<file path="src/hw/rtl/bgc_pkg.sv">
// bgc_pkg: shared types, constants and helpers for the button gesture classifier.
// No dependencies; imported by every module of the block.
package bgc_pkg;

	localparam int MAX_BUTTONS = 8;
	localparam int TIME_BITS   = 32;
	localparam int IDX_W       = (MAX_BUTTONS > 1) ? $clog2(MAX_BUTTONS) : 1;
	localparam int CNT_W       = $clog2(MAX_BUTTONS + 1);
	localparam int ADDR_W      = 5;

	typedef logic [TIME_BITS-1:0] tstamp_t;

	typedef enum logic [2:0] {
		EV_PRESS   = 3'd0,
		EV_RELEASE = 3'd1,
		EV_DOUBLE  = 3'd2,
		EV_LONG    = 3'd3,
		EV_REPEAT  = 3'd4,
		EV_CLICK   = 3'd5
	} evt_kind_t;

	typedef enum logic [2:0] {
		REG_BUTTON_COUNT = 3'd0,
		REG_DEBOUNCE     = 3'd1,
		REG_LONG_PRESS   = 3'd2,
		REG_REPEAT       = 3'd3,
		REG_CLICK_WINDOW = 3'd4
	} reg_idx_t;

	typedef enum logic [2:0] {
		ST_IDLE,
		ST_READ,
		ST_EVAL,
		ST_PUSH,
		ST_FLUSH
	} seq_state_t;

	// per-button state word held in the state RAM
	typedef struct packed {
		tstamp_t    edge_time;
		tstamp_t    press_start;
		tstamp_t    repeat_stamp;
		tstamp_t    click_stamp;
		logic [1:0] click_tally;
	} btn_state_t;

	typedef struct packed {
		logic [15:0] debounce_time;
		logic [15:0] long_press_time;
		logic [15:0] repeat_time;
		logic [15:0] click_window;
	} timing_cfg_t;

	// up to two events per button per transaction
	typedef struct packed {
		logic [1:0] count;
		evt_kind_t  kind0;
		evt_kind_t  kind1;
	} ev_set_t;

	// sequencer -> event stage
	typedef struct packed {
		logic             valid;
		logic             flush;
		evt_kind_t        kind;
		logic [IDX_W-1:0] idx;
	} ev_push_t;

	function automatic tstamp_t elapsed(input tstamp_t now, input tstamp_t then);
		elapsed = now - then;
	endfunction

endpackage

</file>
<file path="src/hw/rtl/bgc_state_ram.sv">
// bgc_state_ram: per-button state memory, one write and one registered read port.
// Valid bits make unwritten entries read as zero after reset. Uses bgc_pkg.
module bgc_state_ram (
	input  logic                      clk,
	input  logic                      arst_n,
	input  logic                      we,
	input  logic [bgc_pkg::IDX_W-1:0] waddr,
	input  bgc_pkg::btn_state_t       wdata,
	input  logic [bgc_pkg::IDX_W-1:0] raddr,
	output bgc_pkg::btn_state_t       rdata
);
	import bgc_pkg::*;

	btn_state_t             mem [MAX_BUTTONS];
	logic [MAX_BUTTONS-1:0] vld_q;
	btn_state_t             rd_data_q;
	logic                   rd_vld_q;

	always_ff @(posedge clk) begin
		if (we) begin
			mem[waddr] <= wdata;
		end
		rd_data_q <= mem[raddr];
	end

	always_ff @(posedge clk or negedge arst_n) begin
		if (!arst_n) begin
			vld_q    <= '0;
			rd_vld_q <= 1'b0;
		end else begin
			if (we) begin
				vld_q[waddr] <= 1'b1;
			end
			rd_vld_q <= vld_q[raddr];
		end
	end

	assign rdata = rd_vld_q ? rd_data_q : '0;

endmodule

</file>
<file path="src/hw/rtl/bgc_gesture_eval.sv">
// bgc_gesture_eval: debounce and gesture rules for one button, read-modify-write data path.
// Combinational; uses bgc_pkg.
module bgc_gesture_eval (
	input  logic                 pressed,
	input  logic                 was,
	input  bgc_pkg::tstamp_t     now,
	input  bgc_pkg::timing_cfg_t cfg,
	input  bgc_pkg::btn_state_t  cur,
	output bgc_pkg::btn_state_t  nxt,
	output bgc_pkg::ev_set_t     evs
);
	import bgc_pkg::*;

	always_comb begin
		nxt = cur;
		evs = '{count: 2'd0, kind0: EV_PRESS, kind1: EV_PRESS};
		if (pressed != was && elapsed(now, cur.edge_time) < TIME_BITS'(cfg.debounce_time)) begin
			// bounce: button left untouched this transaction
		end else begin
			if (pressed != was) begin
				nxt.edge_time = now;
				if (pressed) begin
					nxt.press_start  = now;
					nxt.repeat_stamp = '0;
					evs.kind0 = EV_PRESS;
					evs.count = 2'd1;
				end else begin
					evs.kind0 = EV_RELEASE;
					evs.count = 2'd1;
					nxt.repeat_stamp = '0;
					if (elapsed(now, nxt.press_start) < TIME_BITS'(cfg.long_press_time)) begin
						nxt.click_tally = nxt.click_tally + 2'd1;
						if (nxt.click_tally == 2'd1) begin
							nxt.click_stamp = now;
						end else begin
							evs.kind1 = EV_DOUBLE;
							evs.count = 2'd2;
							nxt.click_tally = 2'd0;
						end
					end
				end
			end
			// held past the long-press limit
			if (pressed && elapsed(now, nxt.press_start) > TIME_BITS'(cfg.long_press_time)) begin
				if (nxt.repeat_stamp == '0) begin
					if (evs.count == 2'd0) evs.kind0 = EV_LONG;
					else                   evs.kind1 = EV_LONG;
					evs.count = evs.count + 2'd1;
					nxt.repeat_stamp = now;
				end
				if (elapsed(now, nxt.repeat_stamp) > TIME_BITS'(cfg.repeat_time)) begin
					if (evs.count == 2'd0) evs.kind0 = EV_REPEAT;
					else                   evs.kind1 = EV_REPEAT;
					evs.count = evs.count + 2'd1;
					nxt.repeat_stamp = now;
				end
			end
			// lone click whose window ran out
			if (nxt.click_tally == 2'd1 &&
			    elapsed(now, nxt.click_stamp) > TIME_BITS'(cfg.click_window)) begin
				if (evs.count == 2'd0) evs.kind0 = EV_CLICK;
				else                   evs.kind1 = EV_CLICK;
				evs.count = evs.count + 2'd1;
				nxt.click_tally = 2'd0;
			end
		end
	end

endmodule

</file>
<file path="src/hw/rtl/bgc_event_out.sv">
// bgc_event_out: one-event holdback plus output register; marks the final event of a transaction.
// Uses bgc_pkg.
module bgc_event_out (
	input  logic                       clk,
	input  logic                       arst_n,
	input  bgc_pkg::ev_push_t          push,
	output logic                       push_ready,
	output logic                       event_valid,
	input  logic                       event_stall,
	output logic [2:0]                 event_kind,
	output logic [2:0]                 button_index,
	output logic                       last_event
);
	import bgc_pkg::*;

	logic             hb_v_q;
	evt_kind_t        hb_kind_q;
	logic [IDX_W-1:0] hb_idx_q;
	logic             out_v_q;
	evt_kind_t        out_kind_q;
	logic [IDX_W-1:0] out_idx_q;
	logic             out_last_q;
	logic             out_free;
	logic             take;

	assign out_free   = !out_v_q || !event_stall;
	assign push_ready = !hb_v_q || out_free;
	assign take       = push.valid && push_ready;

	always_ff @(posedge clk or negedge arst_n) begin
		if (!arst_n) begin
			hb_v_q  <= 1'b0;
			out_v_q <= 1'b0;
		end else begin
			if (take && hb_v_q) begin
				out_v_q <= 1'b1;
			end else if (out_v_q && !event_stall) begin
				out_v_q <= 1'b0;
			end
			if (take) begin
				hb_v_q <= !push.flush;
			end
		end
	end

	always_ff @(posedge clk) begin
		if (take && hb_v_q) begin
			out_kind_q <= hb_kind_q;
			out_idx_q  <= hb_idx_q;
			out_last_q <= push.flush;
		end
		if (take && !push.flush) begin
			hb_kind_q <= push.kind;
			hb_idx_q  <= push.idx;
		end
	end

	assign event_valid  = out_v_q;
	assign event_kind   = out_kind_q;
	assign button_index = 3'(out_idx_q);
	assign last_event   = out_last_q;

endmodule

</file>
<file path="src/hw/rtl/button_gesture_classifier_top.sv">
// button_gesture_classifier_top: APB registers, per-button sequencer and top-level wiring.
// Depends on bgc_pkg, bgc_state_ram, bgc_gesture_eval, bgc_event_out.
//
//  channel   | direction | handshake                  | payload
//  ----------+-----------+----------------------------+--------------------------------------
//  item      | in        | item_valid / item_stall    | time_ms, pressed_bits
//  event     | out       | event_valid / event_stall  | event_kind, button_index, last_event
//  apb       | in/out    | psel, penable, pready      | paddr, pwrite, pwdata, prdata
//
// One transaction at a time. After acceptance the sequencer reads button 0 from the state
// RAM through its registered read port, then evaluates one button per cycle while no events
// are pending, writing the updated word back in the same cycle. Each event passes through the
// push state and a fresh RAM read for the next button. Reset clears the config registers to
// their defaults, the previous mask and the RAM valid bits; no clearing pass is needed.
// Stalls on the event channel hold the sequencer in its push or flush state; item_stall
// stays high until the last event of the transaction is staged.
module button_gesture_classifier_top (
	input  logic                       clk,
	input  logic                       arst_n,
	// item channel
	input  logic                       item_valid,
	output logic                       item_stall,
	input  logic [31:0]                time_ms,
	input  logic [7:0]                 pressed_bits,
	// event channel
	output logic                       event_valid,
	input  logic                       event_stall,
	output logic [2:0]                 event_kind,
	output logic [2:0]                 button_index,
	output logic                       last_event,
	// config port
	input  logic                       psel,
	input  logic                       penable,
	input  logic                       pwrite,
	input  logic [bgc_pkg::ADDR_W-1:0] paddr,
	input  logic [31:0]                pwdata,
	output logic [31:0]                prdata,
	output logic                       pready
);
	import bgc_pkg::*;

	// config registers
	logic [3:0]  button_count_q;
	timing_cfg_t cfg_q;
	logic        cfg_wr;
	reg_idx_t    reg_sel;

	// sequencer
	seq_state_t       state_q, state_nxt;
	logic [IDX_W-1:0] btn_q;
	logic [CNT_W-1:0] cnt_q;
	logic [CNT_W-1:0] cnt_eff;
	tstamp_t          now_q;
	logic [7:0]       mask_q;
	logic [7:0]       was_q;
	logic [7:0]       prev_mask_q;
	ev_set_t          evs_q;
	logic             sel_q;

	logic             item_take;
	logic             last_btn;
	logic             mem_we;
	logic [IDX_W-1:0] rd_addr;
	btn_state_t       rd_word;
	btn_state_t       wr_word;
	ev_set_t          evs;
	ev_push_t         push;
	logic             push_ready;

	// ---------------------------------------------------------------- APB
	assign pready  = 1'b1;
	assign reg_sel = reg_idx_t'(paddr[4:2]);
	assign cfg_wr  = psel && penable && pwrite;

	always_ff @(posedge clk or negedge arst_n) begin
		if (!arst_n) begin
			button_count_q        <= 4'd8;
			cfg_q.debounce_time   <= 16'd50;
			cfg_q.long_press_time <= 16'd800;
			cfg_q.repeat_time     <= 16'd200;
			cfg_q.click_window    <= 16'd300;
		end else if (cfg_wr) begin
			unique case (reg_sel)
				REG_BUTTON_COUNT: button_count_q        <= pwdata[3:0];
				REG_DEBOUNCE:     cfg_q.debounce_time   <= pwdata[15:0];
				REG_LONG_PRESS:   cfg_q.long_press_time <= pwdata[15:0];
				REG_REPEAT:       cfg_q.repeat_time     <= pwdata[15:0];
				REG_CLICK_WINDOW: cfg_q.click_window    <= pwdata[15:0];
				default: ;
			endcase
		end
	end

	always_comb begin
		unique case (reg_sel)
			REG_BUTTON_COUNT: prdata = {28'd0, button_count_q};
			REG_DEBOUNCE:     prdata = {16'd0, cfg_q.debounce_time};
			REG_LONG_PRESS:   prdata = {16'd0, cfg_q.long_press_time};
			REG_REPEAT:       prdata = {16'd0, cfg_q.repeat_time};
			REG_CLICK_WINDOW: prdata = {16'd0, cfg_q.click_window};
			default:          prdata = '0;
		endcase
	end

	// ---------------------------------------------------------------- sequencer
	// counts above the number of buttons saturate
	assign cnt_eff = (button_count_q > 4'(MAX_BUTTONS)) ? CNT_W'(MAX_BUTTONS)
	                                                    : CNT_W'(button_count_q);
	assign item_stall = (state_q != ST_IDLE);
	assign item_take  = item_valid && !item_stall;
	assign last_btn   = (CNT_W'(btn_q) + CNT_W'(1)) == cnt_q;

	always_comb begin
		state_nxt = state_q;
		unique case (state_q)
			ST_IDLE: begin
				if (item_take && cnt_eff != '0) state_nxt = ST_READ;
			end
			ST_READ: state_nxt = ST_EVAL;
			ST_EVAL: begin
				if (evs.count != 2'd0) state_nxt = ST_PUSH;
				else if (last_btn)     state_nxt = ST_FLUSH;
			end
			ST_PUSH: begin
				if (push_ready && (sel_q || evs_q.count == 2'd1)) begin
					state_nxt = last_btn ? ST_FLUSH : ST_READ;
				end
			end
			ST_FLUSH: begin
				if (push_ready) state_nxt = ST_IDLE;
			end
			default: state_nxt = ST_IDLE;
		endcase
	end

	always_comb begin
		mem_we     = 1'b0;
		rd_addr    = btn_q;
		push.valid = 1'b0;
		push.flush = 1'b0;
		push.kind  = sel_q ? evs_q.kind1 : evs_q.kind0;
		push.idx   = btn_q;
		unique case (state_q)
			ST_IDLE:  ;
			ST_READ:  ;
			ST_EVAL: begin
				mem_we  = 1'b1;
				// prefetch the next button while this one is written back
				rd_addr = btn_q + IDX_W'(1);
			end
			ST_PUSH:  push.valid = 1'b1;
			ST_FLUSH: begin
				push.valid = 1'b1;
				push.flush = 1'b1;
			end
			default: ;
		endcase
	end

	always_ff @(posedge clk or negedge arst_n) begin
		if (!arst_n) begin
			state_q     <= ST_IDLE;
			prev_mask_q <= '0;
		end else begin
			state_q <= state_nxt;
			if (item_take) begin
				// the mask always moves on, even when every edge bounces
				prev_mask_q <= pressed_bits;
			end
		end
	end

	always_ff @(posedge clk) begin
		if (item_take) begin
			now_q  <= time_ms[TIME_BITS-1:0];
			mask_q <= pressed_bits;
			was_q  <= prev_mask_q;
			cnt_q  <= cnt_eff;
			btn_q  <= '0;
		end
		if (state_q == ST_EVAL) begin
			evs_q <= evs;
			sel_q <= 1'b0;
			if (evs.count == 2'd0 && !last_btn) btn_q <= btn_q + IDX_W'(1);
		end
		if (state_q == ST_PUSH && push_ready) begin
			if (sel_q || evs_q.count == 2'd1) begin
				if (!last_btn) btn_q <= btn_q + IDX_W'(1);
			end else begin
				sel_q <= 1'b1;
			end
		end
	end

	// ---------------------------------------------------------------- datapath
	bgc_state_ram u_ram (
		.clk    (clk),
		.arst_n (arst_n),
		.we     (mem_we),
		.waddr  (btn_q),
		.wdata  (wr_word),
		.raddr  (rd_addr),
		.rdata  (rd_word)
	);

	bgc_gesture_eval u_eval (
		.pressed (mask_q[btn_q]),
		.was     (was_q[btn_q]),
		.now     (now_q),
		.cfg     (cfg_q),
		.cur     (rd_word),
		.nxt     (wr_word),
		.evs     (evs)
	);

	bgc_event_out u_out (
		.clk          (clk),
		.arst_n       (arst_n),
		.push         (push),
		.push_ready   (push_ready),
		.event_valid  (event_valid),
		.event_stall  (event_stall),
		.event_kind   (event_kind),
		.button_index (button_index),
		.last_event   (last_event)
	);

endmodule
</file>
<file path="config.mk">
export PLATFORM = sky130hd
export DESIGN_NAME = button_gesture_classifier_top
export DESIGN_NICKNAME = d
export VERILOG_FILES = /design/src/hw/rtl/bgc_pkg.sv /design/src/hw/rtl/bgc_state_ram.sv /design/src/hw/rtl/bgc_gesture_eval.sv /design/src/hw/rtl/bgc_event_out.sv /design/src/hw/rtl/button_gesture_classifier_top.sv
export SDC_FILE = /design/constraint.sdc
export NUM_CORES = 2
export LEC_CHECK = 0
export BUFFER_PORTS_ARGS = -buffer_cell sky130_fd_sc_hd__buf_4
export CAP_MARGIN = 20
export CORE_MARGIN = 10
export CORE_UTILIZATION = 65
export DETAILED_ROUTE_END_ITERATION = 7
export GPL_TIMING_DRIVEN = 1
export PLACE_DENSITY = 0.82
export SETUP_SLACK_MARGIN = 0.1
export SLEW_MARGIN = 20
export SYNTH_ARGS = -nofsm -noshare
export SYNTH_HDL_FRONTEND = slang
export SYNTH_HIERARCHICAL = 1
export SYNTH_SLANG_ARGS = --single-unit
</file>
<file path="constraint.sdc">
create_clock -name clk -period 33.5 [get_ports clk]
set_input_delay 6.7 -clock clk [delete_from_list [all_inputs] [get_ports clk]]
set_output_delay 6.7 -clock clk [all_outputs]
set_load 0.01 [all_outputs]
</file>
==> results.yml <==
clock_network:
  cts_setup_buffers: 0
  cts_root_buffer: "clkbuf_16"
  cts_tree: "done"
  cts_sinks: 1337
  cts_buffer_depth: 3
  insertion_delay_ns: 0.76
  numCtsBuffers: 135
  cts_resized: 0
  hold_buffers: 0
  clkTransAtPathRegs_ns: 0.06
  htreeDepth: 4
cells_and_area:
  fin_nets: 4740
  layout.area.seq_um2: 38400
  mostFrequentLayoutCells: "1113 x edfxtp_1, 266 x mux4_2, 263 x a21oi_1"
  areaGrowthSynthToFinish_pct: 10.0
  drive_above_1_share: 0.207
  final_common_cell: "edfxtp_1"
  multi_input_area_um2: 23300
  fill_cells: 6008
synth:
  yosys.area.top_type: "edfxtp_1"
  syn_area_per_cell_um2: 14.7
  synth_cells: 4302
  async_flop_share: 0.0673
  synth-warning-count: 6
  ys.flop_type: "edfxtp_1"
  seq_area_frac_synth: 0.606
  yosysTopAreaCellShare: 0.528
  synth_area_um2: 63300
  synth-edff-count: 1113
  ys_top_cells_by_area: "edfxtp_1 53%, mux4_2 9.5%, ha_1 4.8%"
  synth_seq_cells: 1337
  synth_cell_type_count: 102
timing:
  max-slew-margin-rel: 0.205
  drv_slew: 0
  setup_viol: 0
  hold_violations: 0
  fmax_ghz: 0.0648
  period_needed_ns: 15.44
  tightest_slew_ns: 1.19
  setup_tns_ns: 0
  finalClockSkew_ns: 0.0291
  period_share: 0.461
  grt_setup_unrepaired: "no"
global_route:
  overflow: 0
  grt_max_degree: 146
  grt_first_pass_wirelength_mm: 244
  antenna_found_initial: 9
  grt_use_total: 0.293
  grt_pass1_vias: 38700
detailed_routing:
  via_count: 38900
  wl_per_cell_um: 28.1
  initialDrtViolationCount: 4376
  first_pass_iters: 8
  via_per_inst: 6.71
  wl_mm: 163
  drc: 0
  antenna_left: 0
critical_path:
  crit_buf_inv: 3
  cp_top_family: "buffers and inverters"
  arrival_ns: 8.74
  crit_chain: "buf_4 > nor2b_1 > buf_4 > a22oi_1 > o22ai_1 > buf_4"
  end_kind: "output pin"
  startpoint_type: "primary input"
  max_stage_delay_ns: 0.59
  r2r-end: "btn_q[1]"
  r2r_setup_slack_ns: 18.67
  cpMaxStageDelayCell: "nor2b_1"
  r2r-start: "u_ram/rd_vld_q"
  worstPathMaxFanout: 27
  worstRegToRegCells: 46
  critPathMostFrequentCell: "buf_4"
  cp.required_ns: 26.80
  worst-setup-path-type: "in -> out"
floorplan:
  start_util: 0.655
  die_h_um: 332
  rows: 114
  dieArea_um2: 110000
  fp.dieW_um: 332
  fp.coreArea_um2: 96700
  num_io_pins: 126
hold_path:
  holdPathEnd: "u_out/button_index[1]"
  holdPathStages: 0
  min-delay-start: "u_out/hb_idx_q[1]"
  hold_class: "reg -> reg"
status:
  outcome: "finished clean"
job:
  maxCapViolations: 0
placement:
  post-dp-hpwl_mm: 103
  io_buffer_count: 90
  gp_congestion: 0.985
-- synthesized netlist by cell type (41+ instances only) --
cell type,count
a21o_1,70
a21oi_1,263
a22oi_1,45
and2_1,147
buf_2,49
clkbuf_1,109
dfrtp_1,76
dfxtp_1,134
edfxtp_1,1113
ha_1,241
inv_1,188
mux2_2,160
mux2_4,61
mux2i_1,62
mux4_2,266
nand2_1,159
nand2b_1,44
nand3_1,53
nor2_1,223
nor3_1,41
o21ai_0,149
xnor2_1,63
-- area by class of cell --
type                       instances  area share
antenna                            3    0.000108
sequential                      1337       0.551
clock buffer                     177      0.0538
timing repair buffer             169      0.0187
multi-input combinational       2579       0.334
inverter                         188      0.0101
clock inverter                    74     0.00984
tap                             1276      0.0229
-- per-layer routing --
| layer | up-vias | part of all wire | global-route usage |
|---|---|---|---|
| met2 | 1980 | 0.48 | 0.462 |
| met1 | 19600 | 0.38 | 0.390 |
| li1 | 16900 | - | - |
| met5 | - | 0.00053 | 0 |
| met3 | 379 | 0.095 | 0.0645 |
| met4 | 12 | 0.044 | 0.128 |
-- worst reg2reg max path: cells and delay by family (launching register included) --
kind / cells / cell delay (ns)
compound gates: 18 / 5.52
simple gates: 17 / 4.15
fa+ha+maj: 4 / 1.29
buf+inv: 3 / 1.18
mux: 2 / 0.98
flops: 1 / 0.94
xor+xnor: 2 / 0.66
-- cell families after synthesis --
family          Yosys count  synth area share
flops                  1337             0.606
compound gates          836            0.0857
simple gates            832            0.0677
mux                     550             0.147
buf+inv                 401            0.0305
fa+ha+maj               246            0.0492
xor+xnor                 98            0.0135
other cells               2          0.000119
-- worst max-delay path by stage --
| stage | startpoint | endpoint | slack [ns] | cells after the start |
|---|---|---|---|---|
| after CTS | paddr[3] | prdata[9] | 18.16 | 6 |
| after global routing | paddr[3] | prdata[13] | 17.94 | 6 |
| after global placement | paddr[3] | prdata[9] | 18.18 | 6 |
| after floorplan | state_q[2] | u_ram/vld_q[0] | 17.53 | 5 |
| after detailed placement | paddr[3] | prdata[9] | 18.16 | 6 |
| final | paddr[3] | prdata[9] | 18.06 | 6 |
-- per-stage QoR --
step           hold WS, ns  worst slack, ns  area (um^2)   util  std cells
4_1_cts              0.423            18.16        69700  0.720       5800
2_1_floorplan        0.400            17.53        63400      -       4317
6_report             0.432            18.06        69700  0.721       5803
5_1_grt              0.429            17.94        69700  0.720       5800
3_5_place_dp         0.406            18.16        65200  0.675       5549
3_3_place_gp         0.403            18.18        65200  0.674       5549
-- state kept, by name, summed over array words and instances (netlist names), 4 cells and up --
name and cells:
u_ram/mem 1040, u_ram/rd_data_q 130, cfg_q 64, now_q 32
evs_q 8, mask_q 8, prev_mask_q 8, u_ram/vld_q 8
was_q 8, button_count_q 4, cnt_q 4
Power is not shown: default switching activity piles up to over one toggle a cycle in this logic, so the estimate is an artifact.
